--- src/sv/lsm_pkg.sv ---
package lsm_pkg;

    // ASCII bytes that separate words, and the letter bounds and offset for case folding
    localparam logic [7:0] ASCII_SPACE = 8'h20;
    localparam logic [7:0] ASCII_NL    = 8'h0A;
    localparam logic [7:0] ASCII_UC_A  = 8'h41;
    localparam logic [7:0] ASCII_UC_Z  = 8'h5A;
    localparam logic [7:0] ASCII_CASE  = 8'h20;

    // Pattern storage is fixed by the register map: two 64-bit words
    localparam int PAT_BYTES = 16;

    // Register indexes on the configuration port (byte address = 8 * index)
    typedef enum logic [2:0] {
        REG_PAT_LO   = 3'd0,
        REG_PAT_HI   = 3'd1,
        REG_PAT_LEN  = 3'd2,
        REG_IGN_CASE = 3'd3,
        REG_WHOLE_WD = 3'd4
    } t_reg_idx;

    // Configuration as seen by the datapath
    typedef struct packed {
        logic [8*PAT_BYTES-1:0] pattern;
        logic [4:0]             pattern_length;
        logic                   ignore_case;
        logic                   whole_word;
    } t_cfg;

    // Verdict of the window compare for one item
    typedef struct packed {
        logic hit;
        logic before_ok;
    } t_match;

    // Fold an upper-case ASCII letter to lower case when enabled
    function automatic logic [7:0] fold(input logic [7:0] c, input logic ic);
        logic [7:0] r;
        r = c;
        if (ic && (c >= ASCII_UC_A) && (c <= ASCII_UC_Z)) begin
            r = c + ASCII_CASE;
        end
        return r;
    endfunction

    function automatic logic is_sep(input logic [7:0] c);
        return (c == ASCII_SPACE) || (c == ASCII_NL);
    endfunction

endpackage

--- src/sv/lsm_cfg.sv ---
module lsm_cfg (
    input  logic          i_clk,
    input  logic          i_rst_n,
    input  logic          psel,
    input  logic          penable,
    input  logic          pwrite,
    input  logic [5:0]    paddr,
    input  logic [63:0]   pwdata,
    output logic [63:0]   prdata,
    output logic          pready,
    output lsm_pkg::t_cfg o_cfg
);

    logic [63:0] r_pat_lo;
    logic [63:0] r_pat_hi;
    logic [4:0]  r_len;
    logic        r_ign_case;
    logic        r_whole_wd;
    logic        w_wr;

    assign pready = 1'b1;
    assign w_wr   = psel && penable && pwrite;

    // Write the addressed register on the access cycle
    always_ff @(posedge i_clk) begin
        if (!i_rst_n) begin
            r_pat_lo   <= '0;
            r_pat_hi   <= '0;
            r_len      <= 5'd1;
            r_ign_case <= 1'b0;
            r_whole_wd <= 1'b0;
        end else if (w_wr) begin
            unique case (paddr[5:3])
                lsm_pkg::REG_PAT_LO:   r_pat_lo   <= pwdata;
                lsm_pkg::REG_PAT_HI:   r_pat_hi   <= pwdata;
                lsm_pkg::REG_PAT_LEN:  r_len      <= pwdata[4:0];
                lsm_pkg::REG_IGN_CASE: r_ign_case <= pwdata[0];
                lsm_pkg::REG_WHOLE_WD: r_whole_wd <= pwdata[0];
                default: ;
            endcase
        end
    end

    // Read back the addressed register
    always_comb begin
        unique case (paddr[5:3])
            lsm_pkg::REG_PAT_LO:   prdata = r_pat_lo;
            lsm_pkg::REG_PAT_HI:   prdata = r_pat_hi;
            lsm_pkg::REG_PAT_LEN:  prdata = 64'(r_len);
            lsm_pkg::REG_IGN_CASE: prdata = 64'(r_ign_case);
            lsm_pkg::REG_WHOLE_WD: prdata = 64'(r_whole_wd);
            default:               prdata = '0;
        endcase
    end

    assign o_cfg.pattern        = {r_pat_hi, r_pat_lo};
    assign o_cfg.pattern_length = r_len;
    assign o_cfg.ignore_case    = r_ign_case;
    assign o_cfg.whole_word     = r_whole_wd;

endmodule

--- src/sv/lsm_match.sv ---
module lsm_match #(
    parameter int MAX_PATTERN = 16
) (
    input  logic [MAX_PATTERN:0][7:0]                i_window,
    input  logic [$clog2(MAX_PATTERN+1)-1:0]         i_len,
    input  logic [$clog2(MAX_PATTERN+2)-1:0]         i_bytes,
    input  lsm_pkg::t_cfg                            i_cfg,
    output lsm_pkg::t_match                          o_match
);

    localparam int LW = $clog2(MAX_PATTERN + 1);
    localparam int BW = $clog2(MAX_PATTERN + 2);

    logic [LW-1:0] w_idx;
    logic          w_hit;

    // Compare the newest len bytes against the pattern, oldest byte first
    always_comb begin
        w_hit = (i_bytes >= BW'(i_len));
        w_idx = '0;
        for (int k = 0; k < MAX_PATTERN; k++) begin
            if (k < int'(i_len)) begin
                w_idx = LW'(int'(i_len) - 1 - k);
                if (lsm_pkg::fold(i_window[w_idx], i_cfg.ignore_case) !=
                    lsm_pkg::fold(i_cfg.pattern[8*k +: 8], i_cfg.ignore_case)) begin
                    w_hit = 1'b0;
                end
            end
        end
    end

    // Occurrence starts the line or follows a separator
    assign o_match.hit       = w_hit;
    assign o_match.before_ok = (i_bytes == BW'(i_len)) || lsm_pkg::is_sep(i_window[i_len]);

endmodule

--- src/sv/lsm_sat_counter.sv ---
module lsm_sat_counter #(
    parameter int WIDTH = 32
) (
    input  logic             i_clk,
    input  logic             i_rst_n,
    input  logic             i_clear,
    input  logic             i_inc,
    output logic [WIDTH-1:0] o_count,
    output logic [WIDTH-1:0] o_next
);

    logic [WIDTH-1:0] r_count;
    logic [WIDTH-1:0] w_base;

    // Clear first, then count up and hold at the top
    always_comb begin
        w_base = i_clear ? '0 : r_count;
        o_next = w_base;
        if (i_inc && (w_base != '1)) begin
            o_next = w_base + WIDTH'(1);
        end
    end

    always_ff @(posedge i_clk) begin
        if (!i_rst_n) begin
            r_count <= '0;
        end else begin
            r_count <= o_next;
        end
    end

    assign o_count = r_count;

endmodule

--- src/sv/line_substring_matcher.sv ---
// A processed line-ending byte loads the result register from the input register.
// Throughput: one text byte per cycle; the window compare and the next line state are
// combinational between the input register and the result register.
// A line result waiting on m_axis_tready stalls only the next line-ending byte.
// Reset (synchronous, active low) clears line state, counters, valids and
// configuration (pattern length 1); no clearing pass is needed.
module line_substring_matcher #(
    parameter int MAX_PATTERN = 16,
    parameter int COUNT_WIDTH = 32
) (
    input  logic        i_clk,
    input  logic        i_rst_n,
    // input item
    input  logic        s_axis_tvalid,
    output logic        s_axis_tready,
    input  logic [7:0]  s_axis_tdata,   // [7:0] text_byte
    input  logic        s_axis_tlast,   // line_last
    input  logic        s_axis_tuser,   // [0] file_first
    // result item
    output logic        m_axis_tvalid,
    input  logic        m_axis_tready,
    output logic [95:0] m_axis_tdata,   // [31:0] line_number, [63:32] file_match_count,
                                        // [95:64] total_match_count
    output logic        m_axis_tuser,   // [0] line_matched
    // configuration
    input  logic        psel,
    input  logic        penable,
    input  logic        pwrite,
    input  logic [5:0]  paddr,
    input  logic [63:0] pwdata,
    output logic [63:0] prdata,
    output logic        pready
);

    localparam int WINDOW = MAX_PATTERN + 1;
    localparam int LW     = $clog2(MAX_PATTERN + 1);
    localparam int BW     = $clog2(MAX_PATTERN + 2);

    lsm_pkg::t_cfg   w_cfg;
    lsm_pkg::t_match w_match;

    // input register
    logic       r_in_vld;
    logic [7:0] r_in_byte;
    logic       r_in_last;
    logic       r_in_first;

    // line state
    logic [MAX_PATTERN:0][7:0] r_hist;
    logic [MAX_PATTERN:0][7:0] n_hist;
    logic [BW-1:0]             r_bil;
    logic [BW-1:0]             n_bil;
    logic                      r_occ;
    logic                      n_occ;
    logic                      r_await;
    logic                      n_await;
    logic                      r_found;
    logic                      n_found;

    // result register
    logic        r_out_vld;
    logic        r_out_matched;
    logic [31:0] r_out_line;
    logic [31:0] r_out_file;
    logic [31:0] r_out_total;

    logic          w_proc;
    logic [LW-1:0] w_len;
    logic          w_found;
    logic [BW-1:0] w_base_bil;
    logic          w_base_occ;
    logic          w_base_await;
    logic          w_base_found;

    logic [COUNT_WIDTH-1:0] w_line_cnt;
    logic [COUNT_WIDTH-1:0] w_line_nxt;
    logic [COUNT_WIDTH-1:0] w_file_cnt;
    logic [COUNT_WIDTH-1:0] w_file_nxt;
    logic [COUNT_WIDTH-1:0] w_total_cnt;
    logic [COUNT_WIDTH-1:0] w_total_nxt;

    lsm_cfg u_cfg (
        .i_clk   (i_clk),
        .i_rst_n (i_rst_n),
        .psel    (psel),
        .penable (penable),
        .pwrite  (pwrite),
        .paddr   (paddr),
        .pwdata  (pwdata),
        .prdata  (prdata),
        .pready  (pready),
        .o_cfg   (w_cfg)
    );

    // Advance the held item unless it ends a line and the result slot is blocked
    assign w_proc        = r_in_vld && (!r_in_last || !r_out_vld || m_axis_tready);
    assign s_axis_tready = !r_in_vld || w_proc;

    always_ff @(posedge i_clk) begin
        if (!i_rst_n) begin
            r_in_vld <= 1'b0;
        end else if (s_axis_tready) begin
            r_in_vld <= s_axis_tvalid;
        end
    end

    always_ff @(posedge i_clk) begin
        if (s_axis_tready && s_axis_tvalid) begin
            r_in_byte  <= s_axis_tdata;
            r_in_last  <= s_axis_tlast;
            r_in_first <= s_axis_tuser;
        end
    end

    // Clamp the pattern length into 1..MAX_PATTERN
    always_comb begin
        if (w_cfg.pattern_length == 5'd0) begin
            w_len = LW'(1);
        end else if (w_cfg.pattern_length > 5'(MAX_PATTERN)) begin
            w_len = LW'(MAX_PATTERN);
        end else begin
            w_len = LW'(w_cfg.pattern_length);
        end
    end

    // Drop the unfinished line on a new file, shift in the byte
    always_comb begin
        w_base_bil   = r_in_first ? '0 : r_bil;
        w_base_occ   = r_in_first ? 1'b0 : r_occ;
        w_base_await = r_in_first ? 1'b0 : r_await;
        w_base_found = r_in_first ? 1'b0 : r_found;
        n_hist       = {r_hist[MAX_PATTERN-1:0], r_in_byte};
        n_bil        = (w_base_bil == BW'(WINDOW)) ? w_base_bil : w_base_bil + BW'(1);
    end

    lsm_match #(
        .MAX_PATTERN (MAX_PATTERN)
    ) u_match (
        .i_window (n_hist),
        .i_len    (w_len),
        .i_bytes  (n_bil),
        .i_cfg    (w_cfg),
        .o_match  (w_match)
    );

    // Apply the match rule; only the leftmost occurrence counts in whole-word mode
    always_comb begin
        w_found = w_base_found || (w_base_await && lsm_pkg::is_sep(r_in_byte));
        n_occ   = w_base_occ;
        n_await = 1'b0;
        if (w_match.hit) begin
            if (!w_cfg.whole_word) begin
                w_found = 1'b1;
            end else if (!w_base_occ) begin
                n_occ = 1'b1;
                if (w_match.before_ok) begin
                    if (r_in_last) begin
                        w_found = 1'b1;
                    end else begin
                        n_await = 1'b1;
                    end
                end
            end
        end
        n_found = w_found;
    end

    // Hold line state between bytes, clear it at line end
    always_ff @(posedge i_clk) begin
        if (!i_rst_n) begin
            r_bil   <= '0;
            r_occ   <= 1'b0;
            r_await <= 1'b0;
            r_found <= 1'b0;
        end else if (w_proc) begin
            if (r_in_last) begin
                r_bil   <= '0;
                r_occ   <= 1'b0;
                r_await <= 1'b0;
                r_found <= 1'b0;
            end else begin
                r_bil   <= n_bil;
                r_occ   <= n_occ;
                r_await <= n_await;
                r_found <= n_found;
            end
        end
    end

    always_ff @(posedge i_clk) begin
        if (w_proc) begin
            r_hist <= n_hist;
        end
    end

    // Line, per-file and overall counters
    lsm_sat_counter #(.WIDTH (COUNT_WIDTH)) u_line_cnt (
        .i_clk   (i_clk),
        .i_rst_n (i_rst_n),
        .i_clear (w_proc && r_in_first),
        .i_inc   (w_proc && r_in_last),
        .o_count (w_line_cnt),
        .o_next  (w_line_nxt)
    );

    lsm_sat_counter #(.WIDTH (COUNT_WIDTH)) u_file_cnt (
        .i_clk   (i_clk),
        .i_rst_n (i_rst_n),
        .i_clear (w_proc && r_in_first),
        .i_inc   (w_proc && r_in_last && w_found),
        .o_count (w_file_cnt),
        .o_next  (w_file_nxt)
    );

    lsm_sat_counter #(.WIDTH (COUNT_WIDTH)) u_total_cnt (
        .i_clk   (i_clk),
        .i_rst_n (i_rst_n),
        .i_clear (1'b0),
        .i_inc   (w_proc && r_in_last && w_found),
        .o_count (w_total_cnt),
        .o_next  (w_total_nxt)
    );

    // Load the result register at line end, drop it when taken
    always_ff @(posedge i_clk) begin
        if (!i_rst_n) begin
            r_out_vld <= 1'b0;
        end else if (w_proc && r_in_last) begin
            r_out_vld <= 1'b1;
        end else if (m_axis_tready) begin
            r_out_vld <= 1'b0;
        end
    end

    always_ff @(posedge i_clk) begin
        if (w_proc && r_in_last) begin
            r_out_matched <= w_found;
            r_out_line    <= 32'(w_line_nxt);
            r_out_file    <= 32'(w_file_nxt);
            r_out_total   <= 32'(w_total_nxt);
        end
    end

    assign m_axis_tvalid = r_out_vld;
    assign m_axis_tuser  = r_out_matched;
    assign m_axis_tdata  = {r_out_total, r_out_file, r_out_line};

    // A result appears only after a line-ending item was processed
    a_result_source: assert property (@(posedge i_clk) disable iff (!i_rst_n)
        $rose(m_axis_tvalid) |-> $past(w_proc && r_in_last))
        else $error("result without a line-ending item");

    // A line end never overwrites a result that is still waiting
    a_no_overwrite: assert property (@(posedge i_clk) disable iff (!i_rst_n)
        (r_out_vld && !m_axis_tready) |-> !(w_proc && r_in_last))
        else $error("line result overwritten while stalled");

    // Matches in one file never exceed matches overall
    a_file_le_total: assert property (@(posedge i_clk) disable iff (!i_rst_n)
        w_file_cnt <= w_total_cnt)
        else $error("file match count above total");

    // Line byte count stays within the window and lines stay consistent
    a_bil_range: assert property (@(posedge i_clk) disable iff (!i_rst_n)
        (r_bil <= BW'(WINDOW)) && (!r_await || r_occ))
        else $error("line state out of range");

    // The line counter moves only when an item is processed
    a_line_cnt_hold: assert property (@(posedge i_clk) disable iff (!i_rst_n)
        !$past(w_proc) |-> $stable(w_line_cnt))
        else $error("line counter moved without an item");

endmodule

--- config.mk ---
export PLATFORM = sky130hd
export DESIGN_NAME = line_substring_matcher
export DESIGN_NICKNAME = d
export VERILOG_FILES = /design/src/sv/lsm_pkg.sv /design/src/sv/lsm_cfg.sv /design/src/sv/lsm_match.sv /design/src/sv/lsm_sat_counter.sv /design/src/sv/line_substring_matcher.sv
export SDC_FILE = /design/constraint.sdc
export NUM_CORES = 1
export LEC_CHECK = 0
export BUFFER_PORTS_ARGS = -buffer_cell sky130_fd_sc_hd__buf_2
export CAP_MARGIN = 10
export CELL_PAD_IN_SITES_DETAIL_PLACEMENT = 1
export CELL_PAD_IN_SITES_GLOBAL_PLACEMENT = 1
export CORE_MARGIN = 1
export CORE_UTILIZATION = 44
export CTS_BUF_LIST = sky130_fd_sc_hd__clkbuf_4 sky130_fd_sc_hd__clkbuf_8
export DETAILED_ROUTE_END_ITERATION = 6
export PLACE_DENSITY = 0.88
export SETUP_SLACK_MARGIN = 0.3
export SLEW_MARGIN = 10
export SYNTH_ARGS = -nofsm -noshare
export SYNTH_HDL_FRONTEND = slang
export SYNTH_SLANG_ARGS = --single-unit
--- constraint.sdc ---
create_clock -name i_clk -period 8.51 [get_ports i_clk]
set_clock_uncertainty 0.05 [all_clocks]
set_input_delay 0.851 -clock i_clk [delete_from_list [all_inputs] [get_ports i_clk]]
set_output_delay 0.851 -clock i_clk [all_outputs]
set_load 0.05 [all_outputs]
==> reports/metrics.yaml <==
start_util_pct: 44.5
wirelength_um: 146000
worst_slew_pin_slew_ps: 1220
synth_nets: 3756
synth_seq_cells: 476
synth_top_area_share_pct: 21.7
cts.path.max_buffers: 3
final_cells: 4836
status: "complete, no violations"
grt_pass1_wl_um: 213000
worstSetupPathType: "flop to flop"
min_period_ps: 8020
core-area_um2: 73000
r2r_start: "u_cfg.r_len[1]$_SDFFE_PN0P_"
pwr-share-seq_pct: 46.8
yosysWarnings: 0
cap_violations: 0
critPathCaptureType: "flop"
ys_seq_area_share_pct: 36.6
crit_fanout: 68
dp_hpwl_um: 103000
die_area_um2: 74900
gr-usage-all-layers_pct: 37.8
syn_to_final_growth_pct: 12.3
p_clk_share_pct: 44.8
r2r_setup_slack_ps: 490
cellPowerDensity_nw_per_um2: 147
cts_buffers: 85
drive_above_1_share_pct: 17.2
crit_end: "r_out_file[5]$_DFFE_PP_"
ys.flop_type: "dfxtp_1"
ioPinCount: 251
ant_nets: 0
arrival_ps: 8400
cts.sinks: 476
whs_ps: 234
hp-class: "input pin to flop"
synthTopCellsByCount: "549 x nand2_1, 263 x a21oi_1, 241 x dfxtp_1"
clkTransAtPathRegs_ps: 70
slew_violations: 0
synth_area_um2: 32500
dieHeight_um: 274
tns_ps: 0
rsz0062_at_grt: "no"
vdd_drop_max_uv: 135
combPwrFrac_pct: 8.4
hold_viol: 0
start_kind: "flop"
synth_cell_types: 111
leakage_nw: 13.4
insertion_delay_ps: 800
final_core_util_pct: 50.0
overflow: 0
swShare_pct: 27.6
yosysMostFrequentCell: "nand2_1"
clock.fmax_mhz: 125
internal-power_mw: 3.89
syn_area_per_cell_um2: 8.96
r2r_end: "r_out_file[5]$_DFFE_PP_"
grt_pass1_vias: 32800
hold_buffers: 0
cts.repair.resized: 0
dr.pass1.iters: 6
cts_root_buf: "clkbuf_8"
n_fill_cell: 8520
io_buffers: 246
async_reset_ff_share_pct: 0
gp_congestion: 1.09
ys_top_cells_by_area: "edfxtp_1 22%, dfxtp_1 15%, mux4_2 6.5%, nand2_1 6.3%, mux2i_1 4.7%"
dp_cells: 4671
viasPerCell: 6.83
yosysTopAreaCell: "edfxtp_1"
fp.dieW_um: 274
vias: 33000
route.detailed.drc: 0
setup_viol: 0
setup.worst_path.start: "u_cfg.r_len[1]$_SDFFE_PN0P_"
grt_max_degree: 156
postCtsSetupBuffers: 0
reg2regPathDepth: 22
p_switching_mw: 1.48
first_iter_violations: 3731
synth_edf_count: 235
cp.required_ps: 8890
htree_levels: 3
syn_inst: 3624
wl_per_cell_um: 30.2
rows: 99
antenna_found_initial: 21
relSlewSlack_pct: 17.8
finalCritPeriodShare_pct: 94.2
nets: 3931
cts_tree: "built"
-- cell families after synthesis --
group / count (synthesis) / share of synthesized area, %
other: 1 / 0.0116
adders and majority gates: 46 / 1.77
xor gates and xnor gates: 191 / 5.20
AOI/OAI and AO/OA: 913 / 19.0
buffers and inverters: 286 / 3.67
DFF: 476 / 36.6
muxes: 274 / 12.1
and+or+nand+nor: 1437 / 21.6
-- critical path, cell delays in order, from the launching register on --
cell,delay [ps]
dfxtp_1,340
buf_4,450
nor4_4,120
nor2_4,170
inv_4,100
ha_4,510
buf_12,360
buf_4,480
mux4_2,400
o2111ai_1,210
o21ai_0,890
ha_1,390
a21oi_1,180
a21o_1,140
o2111ai_1,120
a211oi_1,250
o2bb2ai_1,170
a2111o_1,430
nor4b_4,560
nor2_1,380
buf_4,310
o21ai_0,400
a21oi_1,190
-- metal layers --
layer | track usage, % | vias up | share of wire [%]
met5 | 0 | - | 0.092
met4 | 27.0 | 20 | 7.8
met3 | 11.4 | 587 | 11
met2 | 60.1 | 2011 | 46
met1 | 43.1 | 16400 | 36
li1 | - | 14000 | -
-- layout by cell type, fill, tap and decap left out, types with 43 or more instances in the layout --
master      n
nand2_1   547
a21oi_1   261
buf_2     246
dfxtp_1   239
edfxtp_1  235
nor2_1    215
nand3_1   172
mux2i_1   152
o21ai_0   132
xnor2_1    98
mux4_2     93
xor2_1     92
nor3_1     90
clkbuf_8   89
a22o_1     88
buf_4      73
a31oi_1    62
nand2b_1   60
inv_1      45
a22oi_1    45
and2_1     44
ha_1       44
and3_1     43
nand4_1    43
-- power groups by stage --
stage	registers, mW	clock network, mW	logic (mW)
floorplan	2.54	0	0.255
finish	2.51	2.40	0.449
CTS	2.51	2.42	0.430
global route	2.51	2.50	0.464
global placement	2.55	0	0.417
detailed placement	2.56	0	0.426
-- cell type report --
class	instances	area (um^2)	share of cell area [%]
Antenna cell	12	30.0	0.0824
Clock buffer	128	1520	4.16
Clock inverter	25	308	0.844
Inverter	51	205	0.563
Multi-Input combinational cell	2862	19500	53.4
Sequential cell	476	11900	32.6
Tap cell	959	1200	3.29
Timing Repair Buffer	323	1860	5.10
-- worst min path at each step --
| stage | startpoint | slack, ps | to | cells past startpoint |
|---|---|---|---|---|
| CTS | s_axis_tuser | 210 | r_in_first$_DFFE_PP_ | 1 |
| floorplan | u_file_cnt.o_count[9]$_SDFF_PN0_ | 410 | u_file_cnt.o_count[9]$_SDFF_PN0_ | 2 |
| detailed placement | m_axis_tvalid$_SDFFE_PN0P_ | 430 | m_axis_tvalid$_SDFFE_PN0P_ | 2 |
| global route | s_axis_tuser | 220 | r_in_first$_DFFE_PP_ | 1 |
| global placement | m_axis_tvalid$_SDFFE_PN0P_ | 410 | m_axis_tvalid$_SDFFE_PN0P_ | 2 |
| finish | s_axis_tuser | 230 | r_in_first$_DFFE_PP_ | 1 |
-- stage by stage --
step	total power, mW	setup WS (ps)	cell area (um^2)
after floorplan	2.79	851	32500
after global placement	2.97	998	34600
after detailed placement	2.98	775	34600
after CTS	5.36	602	36400
after global routing	5.48	303	36400
final	5.37	493	36500
-- sequential cells by signal (all words and copies together) (netlist names), 5 cells and up --
signal / count
u_cfg.r_pat_hi: 64
n_hist: 128
r_out_total: 32
r_in_byte: 8
u_cfg.r_pat_lo: 64
r_out_file: 32
r_bil: 5
u_cfg.r_len: 5
u_file_cnt.o_count: 32
r_out_line: 32
u_line_cnt.o_count: 32
u_total_cnt.o_count: 32
Note: power is estimated with default switching activity, not from simulation.
